$ cat config.mk
export PLATFORM = sky130hd
export DESIGN_NAME = mmu_norm
export DESIGN_NICKNAME = d
export VERILOG_FILES = /design/src/hw/rtl/mmu_pkg.sv /design/src/hw/rtl/mmu_norm.sv
export SDC_FILE = /design/constraint.sdc
export NUM_CORES = 1
export LEC_CHECK = 0
export ABC_AREA = 1
export ABC_CLOCK_PERIOD_IN_PS = 6620
export BUFFER_PORTS_ARGS = -buffer_cell sky130_fd_sc_hd__buf_2
export CAP_MARGIN = 10
export CORE_MARGIN = 8
export CORE_UTILIZATION = 55
export DETAILED_ROUTE_END_ITERATION = 7
export PLACE_DENSITY = 0.75
export SLEW_MARGIN = 20
export SYNTH_ARGS = -nofsm -noshare
export SYNTH_HDL_FRONTEND = slang
export SYNTH_SLANG_ARGS = --single-unit
$ cat constraint.sdc
create_clock -name clk -period 6.62 [get_ports clk]
set_input_delay 1.324 -clock clk [delete_from_list [all_inputs] [get_ports clk]]
set_output_delay 1.324 -clock clk [all_outputs]
set_load 0.02 [all_outputs]
$ cat src/hw/rtl/mmu_pkg.sv
// Package for the mask modulate block: payload types, register indexes and
// the fixed widths of the image geometry. No dependencies.
package mmu_pkg;

  localparam int IMG_W   = 13;    // width and height register width
  localparam int POS_W   = 12;    // pixel column and row counter width
  localparam int SCL_W   = 5;     // scale register width
  localparam int CNT_W   = 3;     // channel count register width
  localparam int SAMP_W  = 16;    // colour, mask and result sample width
  localparam int CFG_IDX_W = 3;
  localparam int MAX_DIM = 4096;

  localparam logic [CNT_W-1:0] THREE_CHANNELS = CNT_W'(3);

  typedef enum logic [CFG_IDX_W-1:0] {
    CFG_IMAGE_WIDTH   = 3'd0,
    CFG_IMAGE_HEIGHT  = 3'd1,
    CFG_SCALE         = 3'd2,
    CFG_WIDE_SAMPLES  = 3'd3,
    CFG_CHANNEL_COUNT = 3'd4
  } cfg_idx_t;

  typedef enum logic {
    OP_LOAD  = 1'b0,
    OP_PIXEL = 1'b1
  } opcode_t;

  typedef struct packed {
    opcode_t             opcode;
    logic [SAMP_W-1:0]   mask_address;
    logic [SAMP_W-1:0]   mask_value;
    logic [SAMP_W-1:0]   colour_0;
    logic [SAMP_W-1:0]   colour_1;
    logic [SAMP_W-1:0]   colour_2;
    logic [SAMP_W-1:0]   colour_3;
  } mmu_in_t;

  typedef struct packed {
    logic [SAMP_W-1:0]   result_0;
    logic [SAMP_W-1:0]   result_1;
    logic [SAMP_W-1:0]   result_2;
    logic [SAMP_W-1:0]   result_3;
    logic                frame_end;
  } mmu_out_t;

endpackage

$ cat src/hw/rtl/mmu_norm.sv
// One colour channel: sample times mask, then truncating division by 255
// or 65535 through a shift-and-add correction. Depends on mmu_pkg.
module mmu_norm import mmu_pkg::*; (
  input  logic               clk,
  input  logic               en,
  input  logic               wide,
  input  logic [SAMP_W-1:0]  colour,
  input  logic [SAMP_W-1:0]  mask,
  output logic [SAMP_W-1:0]  result
);

  logic [2*SAMP_W-1:0] prod_wide;
  logic [SAMP_W-1:0]   prod_narrow;
  logic [2*SAMP_W-1:0] prod_r;
  logic [2*SAMP_W:0]   sum_wide;
  logic [SAMP_W:0]     sum_narrow;
  logic [SAMP_W-1:0]   result_r;

  assign prod_wide   = (2*SAMP_W)'(colour) * (2*SAMP_W)'(mask);
  assign prod_narrow = SAMP_W'(colour[7:0]) * SAMP_W'(mask[7:0]);

  // floor(p / (2^k - 1)) equals (p + (p >> k) + 1) >> k for every product
  // of two k-bit samples, so no divider is needed.
  assign sum_wide   = (2*SAMP_W+1)'(prod_r) + (2*SAMP_W+1)'(prod_r[2*SAMP_W-1:SAMP_W])
                    + (2*SAMP_W+1)'(1);
  assign sum_narrow = (SAMP_W+1)'(prod_r[SAMP_W-1:0]) + (SAMP_W+1)'(prod_r[SAMP_W-1:8])
                    + (SAMP_W+1)'(1);

  always_ff @(posedge clk) begin
    if (en) begin
      prod_r   <= wide ? prod_wide : {{SAMP_W{1'b0}}, prod_narrow};
      result_r <= wide ? sum_wide[2*SAMP_W-1:SAMP_W] : {8'b0, sum_narrow[SAMP_W-1:8]};
    end
  end

  assign result = result_r;

endmodule

# After elaboration in Yosys (flattened, before gate mapping)
# Cells that the tools add are included.
# W data, S select, Z words.
[totals]
regBits = 48
inputBits = 35
out_inout_bits = 16
word_cells = 12
[classes]
addsub = 4
n_mul = 2
n_mux = 2
[ops]
columns = ["op", "count"]
rows = [
  ["$add A32 B1 Y32 const B", 1],
  ["$add A32 B16 Y32", 1],
  ["$mul A16 B16 Y32", 1],
  ["$add A16 B1 Y16 const B", 1],
  ["$add A16 B8 Y16", 1],
  ["$mul A8 B8 Y16", 1],
  ["$mux W16", 1],
  ["$mux W8", 1],
]

# Logic depth before layout (Yosys ltp)
[depth]
word_depth = 3
mapped_depth = 26
mapped_depth_nobuf = 24

# Least setup slack after synthesis
# No wires, ideal clock.
[synth_timing]
kind = "input port to flip-flop"
from = "input port mask[1]"
to = "register prod_r[20] (data pin)"
setup_time_ns = 0.257
arrival_ns = 6.063
t_required_ns = 6.363
setup_slack_ns = 0.301
stages = 20
n_path_buf = 2
path_cell_list = "clkbuf_1 -> clkbuf_1 -> nand2_1 -> fa_1 -> fa_1 -> fa_1 -> fa_1 -> inv_1 -> fa_1 -> inv_1 -> fa_1 -> inv_1 -> ha_1 -> nand2_1 -> nor2_1 -> nand3_1 -> nand3_1 -> nand2_1 -> a21boi_0 -> nor2_1"
[synth_via]
elab_chain_len = 1
[synth_lines]
columns = ["item", "line", "text"]
rows = [
  ["from (decl)", "mmu_norm.sv:8", "input logic [SAMP_W-1:0] mask,"],
  ["$mul A16 B16 Y32", "mmu_norm.sv:19", "assign prod_wide = (2*SAMP_W)'(colour) * (2*SAMP_W)'(mask);"],
  ["to (signal assigned)", "mmu_norm.sv:31", "prod_r <= wide ? prod_wide : {{SAMP_W{1'b0}}, prod_narrow};"],
  ["to (decl)", "mmu_norm.sv:14", "logic [2*SAMP_W-1:0] prod_r;"],
]
# Every way passes these cells.
# A chain may end at the register's enable or synchronous reset.

# Final worst setup path
[layout_timing]
from = "input port colour[5]"
to = "register prod_r[13] (data pin)"
[layout_via]
elab_chain_len = 2
word_cells_on_any_way = 3
classes_between = "mul: 2; mux: 1"
[layout_lines]
columns = ["item", "line", "text"]
rows = [
  ["from (decl)", "mmu_norm.sv:7", "input logic [SAMP_W-1:0] colour,"],
  ["$mul A16 B16 Y32 / $mul A8 B8 Y16 (equally long branches)", "mmu_norm.sv:19, mmu_norm.sv:20", ""],
  ["$mux W16 (*)", "mmu_norm.sv:31", ""],
]
# Every way passes the cells marked *; elsewhere a longest branch is shown, timed or not.

==> summary.txt <==
Outcome: finished, final reports clean
HP Class: register to register
Global-route wire length before repair: 64.5 mm
Core area: 26,700 µm²
EDFF count, synth: 48
Most common cell after layout, fill and taps aside: nand2_1
Clk sinks: 48
Clk buf depth: 2
Routability cong.: 0.955
Sequential share of the synthesized area: 0.0973
Initial core utilization: 0.554
Slowest-stage cell, CP: fa_1
Layout area overhead: 5.16%
Final ANT Viol Nets: 0
Clock Pin Slew Worst Setup and Hold Paths: 70 ps
Critical path start-end classification: input pin to register
Final Worst Setup Slack: 236 ps
Initial DRT Pass Iterations: 6
RSZ-0062 raised after global routing: yes
Max cap viols: 0
Root buffer cell: clkbuf_16
Reg-to-reg critical path startpoint: prod_r[11]
YS warnings: 0
CTS tree: yes
DR vias/cell: 5.12
Placement Setup Slack: -171 ps
Reg2reg end: result[5]
Crit-path cells: buf_2 > nand2_1 > inv_1 > fa_1 > inv_1 > fa_1 > fa_1 > fa_1 > inv_1 > fa_1 > inv_1 > fa_1 > inv_1 > ha_1 > nand2_1 > nor2_2 > nand3_1 > nand3b_1 > a21oi_1 > o21ai_0 > o21ai_0
Fin nets: 2,552
Total GRT Usage: 0.242
Worst hold start: prod_r[31]
Layout cells sized above 1: 0.0433
Final WL: 37.7 mm
R2R setup slack: 4250 ps
Post-Syn Area: 14,800 µm²
Io pins: 51
Yosys cell types: 35
Max-slew headroom: 0.290
Fraction of registers with async set/reset: 0
Worst Hold End: result[15]
WL per Instance: 15.3 µm
ANT cells: 0
Most frequent CP cell: fa_1
Worst slew pin tran: 1060 ps
Crit path time final: 6380 ps
Max H-tree Level: 2
# fillers: 2,486
Drc violations: 0
TritonCTS Buffers: 5
Multi-input logic area: 10,900 µm²
Initial antenna violation count: 0
Die Span X: 180 µm
Syn nets: 2,547
# setup viols final: 0
Worst path max stage delay: 560 ps
Number of global-route vias before repair: 13,400
Total Die Area: 32,400 µm²
Placement Rows: 60
FF/Latch Area: 1440 µm²
Initial DRC count: 932
DPL Wire Length: 32.2 mm
Final global-route overflow total: 0
Pin count of the biggest net entering global routing: 49
Synth Flop Type: edfxtp_1
Worst setup EP type: register
Critical path arrival: 6400 ps
Final Hold Viols: 0
Fin. max-slew vios: 0
CP top delay family: adder cells
Clk_lat worst skew: 290 ps
Hold buffers post-CTS: 0
Fmax: 157 MHz
R2r worst-path depth: 9
Post-synthesis cell count: 2,121
Critical path depth: 21
WP buf/inv: 6
Part of the cycle the worst path needs: 0.964
Port Buffer Count: 50
Routed via count: 12,600
CP startpoint kind: input pin
Die height: 180 µm
Most frequent cells in the layout: 670 x nand2_1, 582 x inv_1, 230 x fa_1
Clock Skew: 7.98 ps
Hold Crit Depth: 2
Max FO, Critical Path: 13
Crit path required time: 6640 ps
# Post-CTS Setup Buffers: 0
Avg Inst Size Synth: 6.98 µm²
Synth Register Bits: 48
## what timing repair did
item | 4_1_cts | 5_1_grt
hold endpoints to repair | 0 | 0
endpoints found under the setup margin | 0 | 4
gates resized for setup | 0 | 10
## layout make-up
type	instances	area share
inverters	583	0.140
well taps	341	0.0274
clock buffers	5	0.00803
clock inverters	2	0.00386
repair buffers	70	0.0270
flip-flops and latches	48	0.0925
multi-input cells	1418	0.701
## worst register-to-register path, delay by kind of cell (launching register included)
kind,cells,cell delay [ps]
buffers and inverters,1,50
adder cells (fa/ha/maj),1,390
flip-flops,1,540
AND/OR/NAND/NOR,5,600
AO/OA/AOI/OAI,2,520
## registers in the layout (all words and copies together), names as in the netlist
| register | cells |
|---|---|
| prod_r | 32 |
| result | 16 |
## metal layers
layer  vias up  GRT usage  wire [µm]
li1       6199          -          -
met1      5895      0.299      15900
met2       415      0.422      18000
met3       116     0.0260       2010
met4         0      0.107       1720
met5         -          0          0
## metrics by stage
stage	TNS, ps	cell area (µm²)	std cells	util	hold WS [ps]
2_1_floorplan	0	14800	2121	-	579
3_3_place_gp	-174	15400	2460	0.575	640
3_5_place_dp	-439	15400	2460	0.575	650
4_1_cts	0	15600	2467	0.582	666
5_1_grt	-3.58	15600	2467	0.583	718
6_report	0	15600	2467	0.583	664
## how the worst max path moves through the flow
stage                    start         end  slack (ps)
floorplan              mask[1]  prod_r[20]         300
global placement    colour[10]  prod_r[13]         -70
detailed placement     mask[1]  prod_r[13]        -170
CTS                    mask[1]  prod_r[13]         130
global route           mask[5]  prod_r[13]          -4
finish               colour[5]  prod_r[13]         240
## synthesized netlist by cell type (2+ instances only)
| cell type | instances | share of area |
|---|---|---|
| nand2_1 | 670 | 0.17 |
| inv_1 | 582 | 0.15 |
| fa_1 | 230 | 0.31 |
| ha_1 | 161 | 0.14 |
| nor2_1 | 121 | 0.031 |
| nand3_1 | 75 | 0.025 |
| clkbuf_1 | 68 | 0.017 |
| a21oi_1 | 62 | 0.021 |
| edfxtp_1 | 48 | 0.097 |
| o21ai_0 | 34 | 0.011 |
| nor3_1 | 9 | 0.0030 |
| nand4_1 | 7 | 0.0030 |
| nand3b_1 | 5 | 0.0025 |
| xnor2_1 | 5 | 0.0030 |
| xor2_1 | 5 | 0.0030 |
| o21bai_1 | 4 | 0.0020 |
| a21boi_0 | 3 | 0.0015 |
| a21o_1 | 3 | 0.0015 |
| and2_1 | 3 | 0.0013 |
| nand3_2 | 3 | 0.0020 |
| nor2_2 | 3 | 0.0013 |
| o21ai_1 | 3 | 0.0010 |
| a31oi_1 | 2 | 0.00084 |
| buf_1 | 2 | 0.00051 |
| buf_2 | 2 | 0.00068 |
| nand2_2 | 2 | 0.00084 |
## cells by family (layout without fill, tap and decap cells)
logic type / after synthesis / in the layout / synth area share
flip-flops: 48 / 48 / 0.0973
buffers and inverters: 655 / 660 / 0.166
AND/OR/NAND/NOR: 903 / 903 / 0.243
adder cells (fa/ha/maj): 391 / 391 / 0.447
AO/OA/AOI/OAI: 114 / 114 / 0.0411
XOR/XNOR: 10 / 10 / 0.00591
Power is left out: the tool's default activity adds up to more than one toggle a clock period on the data nets, which glitch-free logic cannot reach.
