File: src/hw/rtl/mmu_pkg.sv
// Package for the mask modulate block: payload types, register indexes and
// the fixed widths of the image geometry. No dependencies.
package mmu_pkg;

  localparam int IMG_W   = 13;    // width and height register width
  localparam int POS_W   = 12;    // pixel column and row counter width
  localparam int SCL_W   = 5;     // scale register width
  localparam int CNT_W   = 3;     // channel count register width
  localparam int SAMP_W  = 16;    // colour, mask and result sample width
  localparam int CFG_IDX_W = 3;
  localparam int MAX_DIM = 4096;

  localparam logic [CNT_W-1:0] THREE_CHANNELS = CNT_W'(3);

  typedef enum logic [CFG_IDX_W-1:0] {
    CFG_IMAGE_WIDTH   = 3'd0,
    CFG_IMAGE_HEIGHT  = 3'd1,
    CFG_SCALE         = 3'd2,
    CFG_WIDE_SAMPLES  = 3'd3,
    CFG_CHANNEL_COUNT = 3'd4
  } cfg_idx_t;

  typedef enum logic {
    OP_LOAD  = 1'b0,
    OP_PIXEL = 1'b1
  } opcode_t;

  typedef struct packed {
    opcode_t             opcode;
    logic [SAMP_W-1:0]   mask_address;
    logic [SAMP_W-1:0]   mask_value;
    logic [SAMP_W-1:0]   colour_0;
    logic [SAMP_W-1:0]   colour_1;
    logic [SAMP_W-1:0]   colour_2;
    logic [SAMP_W-1:0]   colour_3;
  } mmu_in_t;

  typedef struct packed {
    logic [SAMP_W-1:0]   result_0;
    logic [SAMP_W-1:0]   result_1;
    logic [SAMP_W-1:0]   result_2;
    logic [SAMP_W-1:0]   result_3;
    logic                frame_end;
  } mmu_out_t;

endpackage

File: src/hw/rtl/mmu_div.sv
// Mask row pitch unit: image width divided by scale, one quotient bit per
// cycle, then reduced modulo the mask depth. Depends on mmu_pkg.
module mmu_div import mmu_pkg::*; #(
  parameter int MASK_DEPTH = 65536
) (
  input  logic                            clk,
  input  logic                            rst_n,
  input  logic                            start,
  input  logic [IMG_W-1:0]                dividend,
  input  logic [SCL_W-1:0]                divisor,
  output logic                            busy,
  output logic [$clog2(MASK_DEPTH)-1:0]   pitch
);

  localparam int AW   = $clog2(MASK_DEPTH);
  localparam int STEP_W = $clog2(IMG_W + 1);

  typedef enum logic [1:0] {
    ST_IDLE,
    ST_DIVIDE,
    ST_REDUCE
  } div_state_t;

  div_state_t         state_r;
  logic [STEP_W-1:0]  step_r;
  logic [IMG_W-1:0]   dvd_r;
  logic [IMG_W-1:0]   quo_r;
  logic [SCL_W-1:0]   rem_r;
  logic [AW-1:0]      pitch_r;

  logic [SCL_W:0]     trial;
  logic               fits;
  logic               over_depth;

  assign trial      = {rem_r, dvd_r[IMG_W-1]};
  assign fits       = trial >= {1'b0, divisor};
  assign over_depth = 32'(quo_r) >= MASK_DEPTH;

  always_ff @(posedge clk) begin
    if (!rst_n) begin
      state_r <= ST_IDLE;
      pitch_r <= AW'(1);
      step_r  <= '0;
    end else if (start) begin
      state_r <= ST_DIVIDE;
      step_r  <= STEP_W'(IMG_W);
      dvd_r   <= dividend;
      quo_r   <= '0;
      rem_r   <= '0;
    end else begin
      case (state_r)
        ST_DIVIDE: begin
          rem_r  <= fits ? SCL_W'(trial - {1'b0, divisor}) : SCL_W'(trial);
          quo_r  <= {quo_r[IMG_W-2:0], fits};
          dvd_r  <= {dvd_r[IMG_W-2:0], 1'b0};
          step_r <= step_r - STEP_W'(1);
          if (step_r == STEP_W'(1)) begin
            state_r <= ST_REDUCE;
          end
        end
        ST_REDUCE: begin
          // The pitch can exceed a small mask store, so wrap it one depth
          // at a time before it is used by the row address adder.
          if (over_depth) begin
            quo_r <= quo_r - IMG_W'(MASK_DEPTH);
          end else begin
            pitch_r <= AW'(quo_r);
            state_r <= ST_IDLE;
          end
        end
        default: begin
          state_r <= ST_IDLE;
        end
      endcase
    end
  end

  assign busy  = (state_r != ST_IDLE);
  assign pitch = pitch_r;

endmodule

File: config.mk
export PLATFORM = sky130hd
export DESIGN_NAME = mmu_div
export DESIGN_NICKNAME = d
export VERILOG_FILES = /design/src/hw/rtl/mmu_pkg.sv /design/src/hw/rtl/mmu_div.sv
export SDC_FILE = /design/constraint.sdc
export NUM_CORES = 1
export LEC_CHECK = 0
export BUFFER_PORTS_ARGS = -buffer_cell sky130_fd_sc_hd__buf_2
export CAP_MARGIN = 20
export CORE_MARGIN = 1.5
export CORE_UTILIZATION = 35
export CTS_BUF_LIST = sky130_fd_sc_hd__clkbuf_16
export DETAILED_ROUTE_END_ITERATION = 8
export GPL_ROUTABILITY_DRIVEN = 0
export GPL_TIMING_DRIVEN = 0
export PLACE_DENSITY = 0.6
export SYNTH_ARGS = -nofsm -noshare
export SYNTH_HDL_FRONTEND = slang
export SYNTH_SLANG_ARGS = --single-unit
export TNS_END_PERCENT = 1
File: constraint.sdc
create_clock -name clk -period 2.4 [get_ports clk]
set_input_delay 0.24 -clock clk [delete_from_list [all_inputs] [get_ports clk]]
set_output_delay 0.24 -clock clk [all_outputs]
set_load 0.02 [all_outputs]
After elaboration in Yosys (flattened, before gate mapping)
Index checks and enable logic that the tools add are counted.
{ "classes": {"addsub": 2, "magnitude_cmp": 1, "eq_ne": 4, "mux": 10, "bitwise": 3, "reduce_logical": 6} }
{ "ops": {"columns": ["operator", "n"], "rows": [
  ["2-to-1 mux 13 bit", 3],
  ["2-to-1 mux 5 bit", 2],
  ["2-to-1 mux 4 bit", 2],
  [">= comparator 6 x 5 -> 1 bit", 1],
  ["subtractor 5 bit", 1],
  ["equality test 4 x 1 -> 1 bit (second input constant)", 1],
  ["AND reduction 2 bit", 2],
  ["nonzero test 2 bit", 2],
  ["subtractor 4 x 1 -> 4 bit (second input constant)", 1],
  ["2-to-1 mux 1 bit", 3],
  ["!= test 3 bit (second input constant)", 1],
  ["inverter 1 bit", 3],
  ["OR reduction 3 bit", 1],
  ["equality test 2 x 1 -> 1 bit (second input constant)", 1],
  ["equality test 2 bit (second input constant)", 1],
  ["OR reduction 2 bit", 1]
]} }
{ "totals": {"register_bits": 50, "input_bits": 21, "output_inout_bits": 17, "elab_cells": 34} }

Longest topological paths before layout
Gate-level depths: netlist of the first run.
{ "logic_depth": {"depth_word": 4, "ltp_mapped": 8, "ltp_nobuf": 8} }

Worst setup path after synthesis of the first run
OpenSTA, ideal clock, no wires.
{ "synth_path": {"path_kind": "register to register", "start": "reg dvd_r[12]", "end": "reg rem_r[4], data pin", "setup_ps": 254, "arrival_ps": 1726, "required_ps": 2146, "path_slack_ps": 420, "stages_incl_launch_ff": 9, "path_buffers": 0, "period_less_slack_ps": 1980, "path_cell_list": "edfxtp_1 > inv_1 > ha_1 > inv_1 > fa_1 > a21oi_1 > o221ai_4 > nor2b_4 > a21o_1"} }
{ "synth_via": {"elab_chain_cells": 3, "elab_cells_between_ends": 4, "classes_between": "1 x add/sub; 1 x order compare; 2 x mux"} }
{ "synth_rtl": {"columns": ["element", "line", "text"], "rows": [
  ["start: declaration", "mmu_div.sv:26", "logic [IMG_W-1:0] dvd_r;"],
  ["start signal: assignment", "mmu_div.sv:47", "dvd_r <= dividend;"],
  ["start signal: assignment", "mmu_div.sv:55", "dvd_r <= {dvd_r[IMG_W-2:0], 1'b0};"],
  ["subtractor 5 bit or >= comparator 6 x 5 -> 1 bit (tied branches)", "mmu_div.sv:53, mmu_div.sv:36", null],
  ["2-to-1 mux 5 bit (*)", "mmu_div.sv:53", "rem_r <= fits ? SCL_W'(trial - {1'b0, divisor}) : SCL_W'(trial);"],
  ["2-to-1 mux 5 bit (*)", "mmu_div.sv:51", "case (state_r)"],
  ["end signal: assignment", "mmu_div.sv:53", null],
  ["end: declaration", "mmu_div.sv:28", "logic [SCL_W-1:0] rem_r;"]
]} }
Every way passes the cells marked *; elsewhere a longest branch is shown, timed or not. The select of a mux whose other input is x is not followed.
A chain may end at the register's enable or synchronous reset.

Worst setup path in the final report of the first run
Same ends and word-level chain as after synthesis.

==> results.sh, run 1 <==
export IMPL_outcome="complete, no violations"
export IMPL_p_sw_mw=0.435
export IMPL_port_buffers=34
export IMPL_cts_sinks=50
export IMPL_synth_seq_area_share_pct=58.4
export IMPL_clk_pin_slew_ns=0.06
export IMPL_hold_ws_ns=0.235
export IMPL_grt_pass1_wl_um=6370
export IMPL_comb_power_share_pct=12.0
export IMPL_drc=0
export IMPL_crit_path_start_kind="flop"
export IMPL_rsz0062_at_grt="false"
export IMPL_path_max_fanout=8
export IMPL_holdCritPathClass="in2reg"
export IMPL_slew_violations=0
export IMPL_yosysTopAreaCell="edfxtp_1"
export IMPL_swShare_pct=22.9
export IMPL_cts_resized=0
export IMPL_htree_levels=2
export IMPL_vias_per_cell=4.64
export IMPL_cts_tree="yes"
export IMPL_busiest_layer="met2"
export IMPL_critPathSlowestCell="fa_1"
export IMPL_avgSynthCellArea_sq_um=11.9
export IMPL_vdd_drop_max_mv=0.388
export IMPL_area_growth_synth_to_final_pct=19.6
export IMPL_period_share_pct=89.0
export IMPL_critPathBufInv=2
export IMPL_power_density_nw_per_um2=706
export IMPL_post_cts_setup_buffers=0
export IMPL_first_global_vias=1403
export IMPL_ys_warn_count=0
export IMPL_synth_seq_cells=50
export IMPL_path_cells="inv_1 > ha_1 > inv_1 > fa_1 > a21oi_1 > o221ai_4 > nor2b_4 > a21o_1"
export IMPL_synth_cell_type_count=34
export IMPL_core_sq_um=6060
export IMPL_crit_type="reg2reg"
export IMPL_dieArea_sq_um=6900
export IMPL_die_h_um=83.1
export IMPL_drive_gt1_share_pct=27.8
export IMPL_drt_initial_drc_count=59
export IMPL_pwr_share_seq_pct=52.3
export IMPL_crit_top_cell="inv_1"
export IMPL_dp_hpwl_um=2700
export IMPL_max_cap_violations=0
export IMPL_insertion_delay_ns=0.29
export IMPL_arrival_ns=2.18
export IMPL_antenna_cells=0
export IMPL_critPathMaxStageDelay_ns=0.42
export IMPL_fmax_mhz=468
export IMPL_antenna_found_initial=0
export IMPL_yosys_area_top_type_share_pct=41.5
export IMPL_tightestPinTransition_ns=0.782
export IMPL_grt_use_total_pct=11.8
export IMPL_gr_usage_met3_pct=3.08
export IMPL_end_kind="flop"
export IMPL_setup_viol=0
export IMPL_grtUsageMet2_pct=18.7
export IMPL_holdBufCountCts=0
export IMPL_wl_um=3830
export IMPL_drtAntennaViolNets=0
export IMPL_final_area_sq_um=2680
export IMPL_numCtsBuffers=5
export IMPL_clkPwrFrac_pct=35.7
export IMPL_p_leak_nw=1.08
export IMPL_wire_per_inst_um=12.4
export IMPL_dr_pass1_iters=4
export IMPL_row_count=28
export IMPL_synthCells=189
export IMPL_crit_family="compound AO/OA/AOI/OAI gates"
export IMPL_io_pins=38
export IMPL_internal_power_mw=1.46
export IMPL_initial_core_util_pct=37.0
export IMPL_yosys_top_cells_area="edfxtp_1 (41%), dfxtp_1 (17%), mux2_2 (6.0%)"
export IMPL_root_buffer="clkbuf_16"
export IMPL_clockBufferDepth=2
export IMPL_hold_viol_final=0
export IMPL_syn_area_sq_um=2240
export IMPL_layout_nets=262
export IMPL_slew_headroom_pct=47.9
export IMPL_period_needed_ns=2.14
export IMPL_overflow=0
export IMPL_required_ns=2.44
export IMPL_grt_max_degree=18
export IMPL_met1_usage_pct=14.6
export IMPL_placed_area_sq_um=2540
export IMPL_die_width_um=83.1
export IMPL_vias=1435
export IMPL_clock_skew_ns=0.00757
-- through the flow --
| step | utilization [%] | setup TNS (ns) | power [mW] | setup slack, ns | std cells |
|---|---|---|---|---|---|
| 6_report | 44.3 | 0 | 1.90 | 0.264 | 309 |
| 5_1_grt | 44.3 | 0 | 1.99 | 0.153 | 309 |
| 4_1_cts | 44.3 | 0 | 1.92 | 0.241 | 309 |
| 3_5_place_dp | 42.0 | 0 | 1.24 | 0.0751 | 301 |
| 3_3_place_gp | 41.5 | -7.46 | 1.23 | -0.241 | 300 |
| 2_1_floorplan | - | 0 | 1.17 | 0.420 | 191 |
-- power by group through the flow --
stage	clock network (mW)	logic, mW	registers [mW]
floorplan	0	0.169	1.00
global placement	0	0.219	1.01
detailed placement	0	0.229	1.01
CTS	0.702	0.231	0.991
global route	0.739	0.252	0.996
finish	0.677	0.227	0.991
-- Yosys cell counts (all sizes together) --
| cell | number |
|---|---|
| edfxtp | 31 |
| nand2 | 31 |
| dfxtp | 19 |
| nor2b | 14 |
| a21boi | 12 |
| mux2 | 12 |
| inv | 9 |
| ha | 7 |
| nor2 | 7 |
| buf | 6 |
| a21oi | 4 |
| clkbuf | 4 |
| o21a | 4 |
| xnor2 | 4 |
| a211oi | 3 |
| nand3 | 3 |
| a21o | 2 |
| and2 | 2 |
| nand2b | 2 |
| nor3b | 2 |
| xor2 | 2 |
| and2b | 1 |
| conb | 1 |
| fa | 1 |
| mux2i | 1 |
| nand3b | 1 |
| nor3 | 1 |
| nor4 | 1 |
| o221ai | 1 |
| or2 | 1 |
-- worst reg2reg max path: stages, from the launching register on --
cell and delay [ns]:
edfxtp_1 0.40, inv_1 0.08, ha_1 0.15, inv_1 0.05, fa_1 0.42, a21oi_1 0.24, o221ai_4 0.20, nor2b_4 0.17
a21o_1 0.17
-- per-layer routing --
metal / routed length, um / part of all wire [%]
met1: 1840 / 48
met2: 1740 / 45
met3: 144 / 3.8
met4: 103 / 2.7
met5: 0 / 0
-- sequential cells by signal, summed over array words and instances (netlist names) --
name	cells
dvd_r	13
pitch	13
quo_r	13
rem_r	5
step_r	4
state_r	2
-- final cells by class --
| class | count | area (sq um) |
|---|---|---|
| fill | 600 | 3380 |
| inverter | 9 | 33.8 |
| buffer | 10 | 52.6 |
| multi-input combinational | 122 | 855 |
| sequential | 50 | 1310 |
| tap | 75 | 93.8 |
| timing repair buffer | 35 | 198 |
| clock inverter | 3 | 15.0 |
| clock buffer | 5 | 125 |
-- final timing paths --
| path | start | to | slack [ns] | cells past startpoint |
|---|---|---|---|---|
| setup / recovery | dvd_r[12]$_DFFE_PP_ | rem_r[4]$_SDFFCE_PP0P_ | 0.26 | 8 |
| hold reg to reg | pitch[4]$_SDFFE_PN0P_ | pitch[4]$_SDFFE_PN0P_ | 0.46 | 2 |
| setup reg to reg | dvd_r[12]$_DFFE_PP_ | rem_r[4]$_SDFFCE_PP0P_ | 0.26 | 8 |
| hold / removal | dividend[0] | dvd_r[0]$_SDFFCE_PN0P_ | 0.23 | 2 |
-- logic make-up after synthesis --
kind of cell    synth area share [%]
xor+xnor                        2.34
flops                           58.4
fa+ha+maj                       4.79
mux                             6.47
simple gates                    14.7
buf+inv                         3.85
compound gates                  9.25
other cells                    0.167
-- layout by cell type (no fill, tap or decap), drive strengths merged --
| master | netlist | routed |
|---|---|---|
| nand3 | 3 | 3 |
| or2 | 1 | 1 |
| o221ai | 1 | 1 |
| a211oi | 3 | 3 |
| edfxtp | 31 | 31 |
| nor2b | 14 | 14 |
| mux2 | 12 | 12 |
| and2b | 1 | 1 |
| fa | 1 | 1 |
| nor2 | 7 | 7 |
| nor4 | 1 | 1 |
| o21a | 4 | 4 |
| nand2b | 2 | 2 |
| clkinv | 0 | 2 |
| inv | 9 | 10 |
| dfxtp | 19 | 19 |
| a21boi | 12 | 12 |
| nor3 | 1 | 1 |
| ha | 7 | 7 |
| nor3b | 2 | 2 |
| conb | 1 | 3 |
| buf | 6 | 41 |
| nand3b | 1 | 1 |
| nand2 | 31 | 31 |
| clkbuf | 4 | 9 |
| a21oi | 4 | 4 |
| xor2 | 2 | 2 |
| a21o | 2 | 2 |
| and2 | 2 | 2 |
| xnor2 | 4 | 4 |
| mux2i | 1 | 1 |
(Power assumes the default switching activity.)
==> run 2: changes to the inputs <==
--- a/config.mk
+++ b/config.mk
@@ -7,6 +7,7 @@
 export LEC_CHECK = 0
 export BUFFER_PORTS_ARGS = -buffer_cell sky130_fd_sc_hd__buf_2
 export CAP_MARGIN = 20
+export CORE_ASPECT_RATIO = 0.5
 export CORE_MARGIN = 1.5
 export CORE_UTILIZATION = 35
 export CTS_BUF_LIST = sky130_fd_sc_hd__clkbuf_16
@@ -14,6 +15,7 @@
 export GPL_ROUTABILITY_DRIVEN = 0
 export GPL_TIMING_DRIVEN = 0
 export PLACE_DENSITY = 0.6
+export SLEW_MARGIN = 20
 export SYNTH_ARGS = -nofsm -noshare
 export SYNTH_HDL_FRONTEND = slang
 export SYNTH_SLANG_ARGS = --single-unit
==> run 2 against run 1 <==
Utilization decreased by 0.38 points. Clock power rose by 10%. Cell count up 3.9%. Sequential power barely moved.
==> results.sh, run 2 (synthesis gave the netlist of run 1 again) <==
export IMPL_outcome="complete, no violations"
export IMPL_wl_um=3900
export IMPL_internal_power_mw=1.52
export IMPL_max_cap_violations=0
export IMPL_area_growth_synth_to_final_pct=19.9
export IMPL_swShare_pct=22.5
export IMPL_clock_skew_ns=0.00321
export IMPL_row_count=20
export IMPL_post_cts_setup_buffers=0
export IMPL_dp_cells=313
export IMPL_clockBufferDepth=2
export IMPL_clkPwrFrac_pct=38.1
export IMPL_io_pins=38
export IMPL_hold_ws_ns=0.246
export IMPL_period_share_pct=89.7
export IMPL_first_global_vias=1457
export IMPL_multi_input_comb_area_sq_um=856
export IMPL_drc=0
export IMPL_r2r_setup_slack_ns=0.25
export IMPL_path_max_fanout=8
export IMPL_htree_levels=2
export IMPL_setup_viol=0
export IMPL_drtAntennaViolNets=0
export IMPL_vias=1420
export IMPL_total_power_mw=1.96
export IMPL_vias_per_cell=4.42
export IMPL_dieArea_sq_um=6930
export IMPL_root_buffer="clkbuf_16"
export IMPL_tightestPinTransition_ns=0.746
export IMPL_crit_type="reg2reg"
export IMPL_drt_initial_drc_count=27
export IMPL_slew_headroom_pct=50.3
export IMPL_grt_max_degree=32
export IMPL_instances_no_fill=321
export IMPL_seq_area_sq_um=1310
export IMPL_rsz0062_at_grt="false"
export IMPL_arrival_ns=2.19
export IMPL_die_h_um=59.6
export IMPL_core_sq_um=6130
export IMPL_wire_per_inst_um=12.1
export IMPL_comb_power_share_pct=11.3
export IMPL_dp_hpwl_um=2760
export IMPL_cts_tree="yes"
export IMPL_required_ns=2.44
export IMPL_pwr_share_seq_pct=50.6
export IMPL_overflow=0
export IMPL_n_fill_cell=597
export IMPL_holdBufCountCts=0
export IMPL_crit_path_start_kind="flop"
export IMPL_drive_gt1_share_pct=27.5
export IMPL_p_sw_mw=0.440
export IMPL_grt_pass1_wl_um=6600
export IMPL_fmax_mhz=464
export IMPL_cts_resized=0
export IMPL_numCtsBuffers=5
export IMPL_cts_sinks=50
export IMPL_slew_violations=0
export IMPL_antenna_found_initial=0
export IMPL_final_common_cell="buf_2"
export IMPL_initial_core_util_pct=36.6
export IMPL_insertion_delay_ns=0.28
export IMPL_end_kind="flop"
export IMPL_power_density_nw_per_um2=727
export IMPL_p_leak_nw=1.08
export IMPL_holdCritPathClass="in2reg"
export IMPL_layout_nets=261
export IMPL_grt_use_total_pct=12.6
export IMPL_die_width_um=116
export IMPL_dr_pass1_iters=4
export IMPL_vdd_drop_max_mv=0.410
export IMPL_mostFrequentLayoutCells="buf_2 (37), nand2_1 (31), edfxtp_1 (31)"
export IMPL_port_buffers=34
export IMPL_hold_viol_final=0
export IMPL_antenna_cells=0
export IMPL_clk_pin_slew_ns=0.07
export IMPL_period_needed_ns=2.15
## run 2: worst max-delay path: stages, from the launching register on
cell      delay [ns]
edfxtp_1        0.39
inv_1           0.07
ha_1            0.15
inv_1           0.05
fa_1            0.41
a21oi_1         0.25
o221ai_4        0.21
nor2b_4         0.18
a21o_1          0.18
## run 2: final timing paths
| check | to | depth (start not counted) | startpoint |
|---|---|---|---|
| min | dvd_r[0]$_SDFFCE_PN0P_ | 2 | dividend[0] |
| min reg2reg | pitch[4]$_SDFFE_PN0P_ | 2 | pitch[4]$_SDFFE_PN0P_ |
| max | rem_r[4]$_SDFFCE_PP0P_ | 8 | dvd_r[12]$_DFFE_PP_ |
| max reg2reg | rem_r[4]$_SDFFCE_PP0P_ | 8 | dvd_r[12]$_DFFE_PP_ |
## run 2: layer usage
| layer | global-route usage (%) | up-vias | wire length, um |
|---|---|---|---|
| met4 | 5.23 | 0 | 69 |
| met1 | 16.8 | 668 | 1980 |
| met3 | 3.37 | 6 | 141 |
| met5 | 0 | - | 0 |
| met2 | 19.7 | 21 | 1700 |
| li1 | - | 725 | - |
## run 2: stage by stage
step                      TNS (ns)  util (%)  instance area (sq um)  setup slack [ns]
after global placement       -4.37      41.3                   2530            -0.143
after floorplan                  0         -                   2250             0.420
final                            0      43.9                   2690             0.246
after CTS                        0      43.9                   2690             0.227
after global routing             0      43.9                   2690            0.0733
after detailed placement         0      41.3                   2530             0.244
## run 2: layout make-up
class	count	area share, %
multi-input combinational	122	31.8
buffer	10	1.95
clock inverter	2	0.279
timing repair buffer	34	6.32
inverter	9	1.26
tap	88	4.09
sequential	50	48.7
clock buffer	6	5.58
## run 2: power groups by stage
stage	combinational (mW)	clock [mW]	sequential (mW)
2_1_floorplan	0.169	0	1.00
3_3_place_gp	0.216	0	1.01
3_5_place_dp	0.222	0	1.01
4_1_cts	0.224	0.760	0.991
5_1_grt	0.249	0.791	0.996
6_report	0.221	0.745	0.990
==> run 3: changes to the inputs <==
==> constraint.sdc (replaced) <==
create_clock -name clk -period 2.3 [get_ports clk]
set_input_delay 0.23 -clock clk [delete_from_list [all_inputs] [get_ports clk]]
set_output_delay 0.23 -clock clk [all_outputs]
set_load 0.02 [all_outputs]
==> run 3 against run 2 <==
Hold slack worse by 0.010 ns. Sequential power rose by 4%. First-iteration DRC count shrank 3.7%. Highest routed layer unchanged.
==> results.sh, run 3 (synthesis gave the netlist of run 1 again) <==
export IMPL_outcome="complete, no violations"
export IMPL_htree_levels=2
export IMPL_critPathMaxStageDelay_ns=0.43
export IMPL_drive_gt1_share_pct=27.9
export IMPL_io_pins=38
export IMPL_crit_type="reg2reg"
export IMPL_layout_nets=261
export IMPL_critPathSlowestCell="fa_1"
export IMPL_die_width_um=116
export IMPL_arrival_ns=2.12
export IMPL_multi_input_comb_area_sq_um=860
export IMPL_wire_per_inst_um=12.1
export IMPL_antenna_found_initial=0
export IMPL_rsz0062_at_grt="false"
export IMPL_setup_viol=0
export IMPL_die_h_um=59.6
export IMPL_holdCritPathClass="in2reg"
export IMPL_dp_hpwl_um=2760
export IMPL_crit_path_start_kind="flop"
export IMPL_antenna_cells=0
export IMPL_grt_use_total_pct=12.6
export IMPL_required_ns=2.34
export IMPL_hold_viol_final=0
export IMPL_clk_pin_slew_ns=0.07
export IMPL_path_cells="inv_1 > ha_1 > inv_1 > fa_1 > a21oi_2 > o221ai_4 > nor2b_4 > a21o_1"
export IMPL_placed_area_sq_um=2530
export IMPL_tightestPinTransition_ns=0.746
export IMPL_grt_pass1_wl_um=6600
export IMPL_final_area_sq_um=2700
export IMPL_power_density_nw_per_um2=758
export IMPL_first_global_vias=1457
export IMPL_end_kind="flop"
export IMPL_n_fill_cell=595
export IMPL_drtAntennaViolNets=0
export IMPL_cts_tree="yes"
export IMPL_path_max_fanout=8
export IMPL_cts_sinks=50
export IMPL_clock_skew_ns=0.00321
export IMPL_final_util_pct=44.0
export IMPL_mostFrequentLayoutCells="buf_2 (37), nand2_1 (31), edfxtp_1 (31)"
export IMPL_drt_initial_drc_count=26
export IMPL_root_buffer="clkbuf_16"
export IMPL_core_sq_um=6130
export IMPL_max_cap_violations=0
export IMPL_row_count=20
export IMPL_initial_core_util_pct=36.6
export IMPL_area_growth_synth_to_final_pct=20.1
export IMPL_dr_pass1_iters=4
export IMPL_vdd_drop_max_mv=0.428
export IMPL_slew_violations=0
export IMPL_dieArea_sq_um=6930
export IMPL_period_share_pct=90.4
export IMPL_vias=1421
export IMPL_crit_top_cell="inv_1"
export IMPL_slew_headroom_pct=50.3
export IMPL_port_buffers=34
export IMPL_period_needed_ns=2.08
export IMPL_vias_per_cell=4.43
export IMPL_drc=0
export IMPL_p_leak_nw=1.08
export IMPL_clockBufferDepth=2
export IMPL_overflow=0
export IMPL_seq_area_sq_um=1310
export IMPL_wl_um=3900
export IMPL_grt_max_degree=32
export IMPL_fmax_mhz=481
export IMPL_final_common_cell="buf_2"
export IMPL_insertion_delay_ns=0.28
export IMPL_numCtsBuffers=5
## run 3: cell type report
| type | count | area share (%) |
|---|---|---|
| clock buffer | 6 | 5.57 |
| buffer | 10 | 1.95 |
| inverter | 9 | 1.25 |
| timing repair buffer | 34 | 6.31 |
| multi-input combinational | 122 | 31.9 |
| sequential | 50 | 48.7 |
| tap | 88 | 4.09 |
| clock inverter | 2 | 0.279 |
## run 3: through the flow
step | std cells | setup TNS (ns) | worst slack [ns] | hold WS, ns | power (mW)
2_1_floorplan | 191 | 0 | 0.320 | 0.384 | 1.22
3_3_place_gp | 313 | -7.16 | -0.233 | 0.450 | 1.28
3_5_place_dp | 313 | 0 | 0.144 | 0.458 | 1.28
4_1_cts | 321 | 0 | 0.127 | 0.232 | 2.06
5_1_grt | 321 | 0 | 0.0815 | 0.235 | 2.13
6_report | 321 | 0 | 0.221 | 0.236 | 2.04
## run 3: critical path: cells and delay by family, from the launching register on
| kind | cells | cell delay [ns] |
|---|---|---|
| AOI/OAI and AO/OA | 3 | 0.55 |
| DFF | 1 | 0.39 |
| and+or+nand+nor | 1 | 0.18 |
| adders and majority gates | 2 | 0.58 |
| buffers and inverters | 2 | 0.12 |
## run 3: layer usage
metal	global-route usage (%)	part of all wire [%]	wire length, um
met5	0	0	0
met4	5.23	1.8	69
met3	3.37	3.6	141
met2	19.7	44	1700
met1	16.8	51	1980
## run 3: worst paths after layout
path	start	to	slack, ns	depth (start not counted)
worst min register to register	pitch[4]$_SDFFE_PN0P_	pitch[4]$_SDFFE_PN0P_	0.46	2
worst max register to register	dvd_r[12]$_DFFE_PP_	rem_r[4]$_SDFFCE_PP0P_	0.22	8
worst max-delay path	dvd_r[12]$_DFFE_PP_	rem_r[4]$_SDFFCE_PP0P_	0.22	8
worst min-delay path	dividend[0]	dvd_r[0]$_SDFFCE_PN0P_	0.24	2
## run 3: where the power goes
group	internal (mW)	switching, mW
clock	0.462	0.316
sequential	1.01	0.0216
combinational	0.109	0.123
total	1.58	0.460
## run 3: what timing repair did
action | CTS | global route
endpoints found under the setup margin | 0 | 2
setup buffers | 0 | 0
hold buffers | 0 | 0
resized for setup | 0 | 1
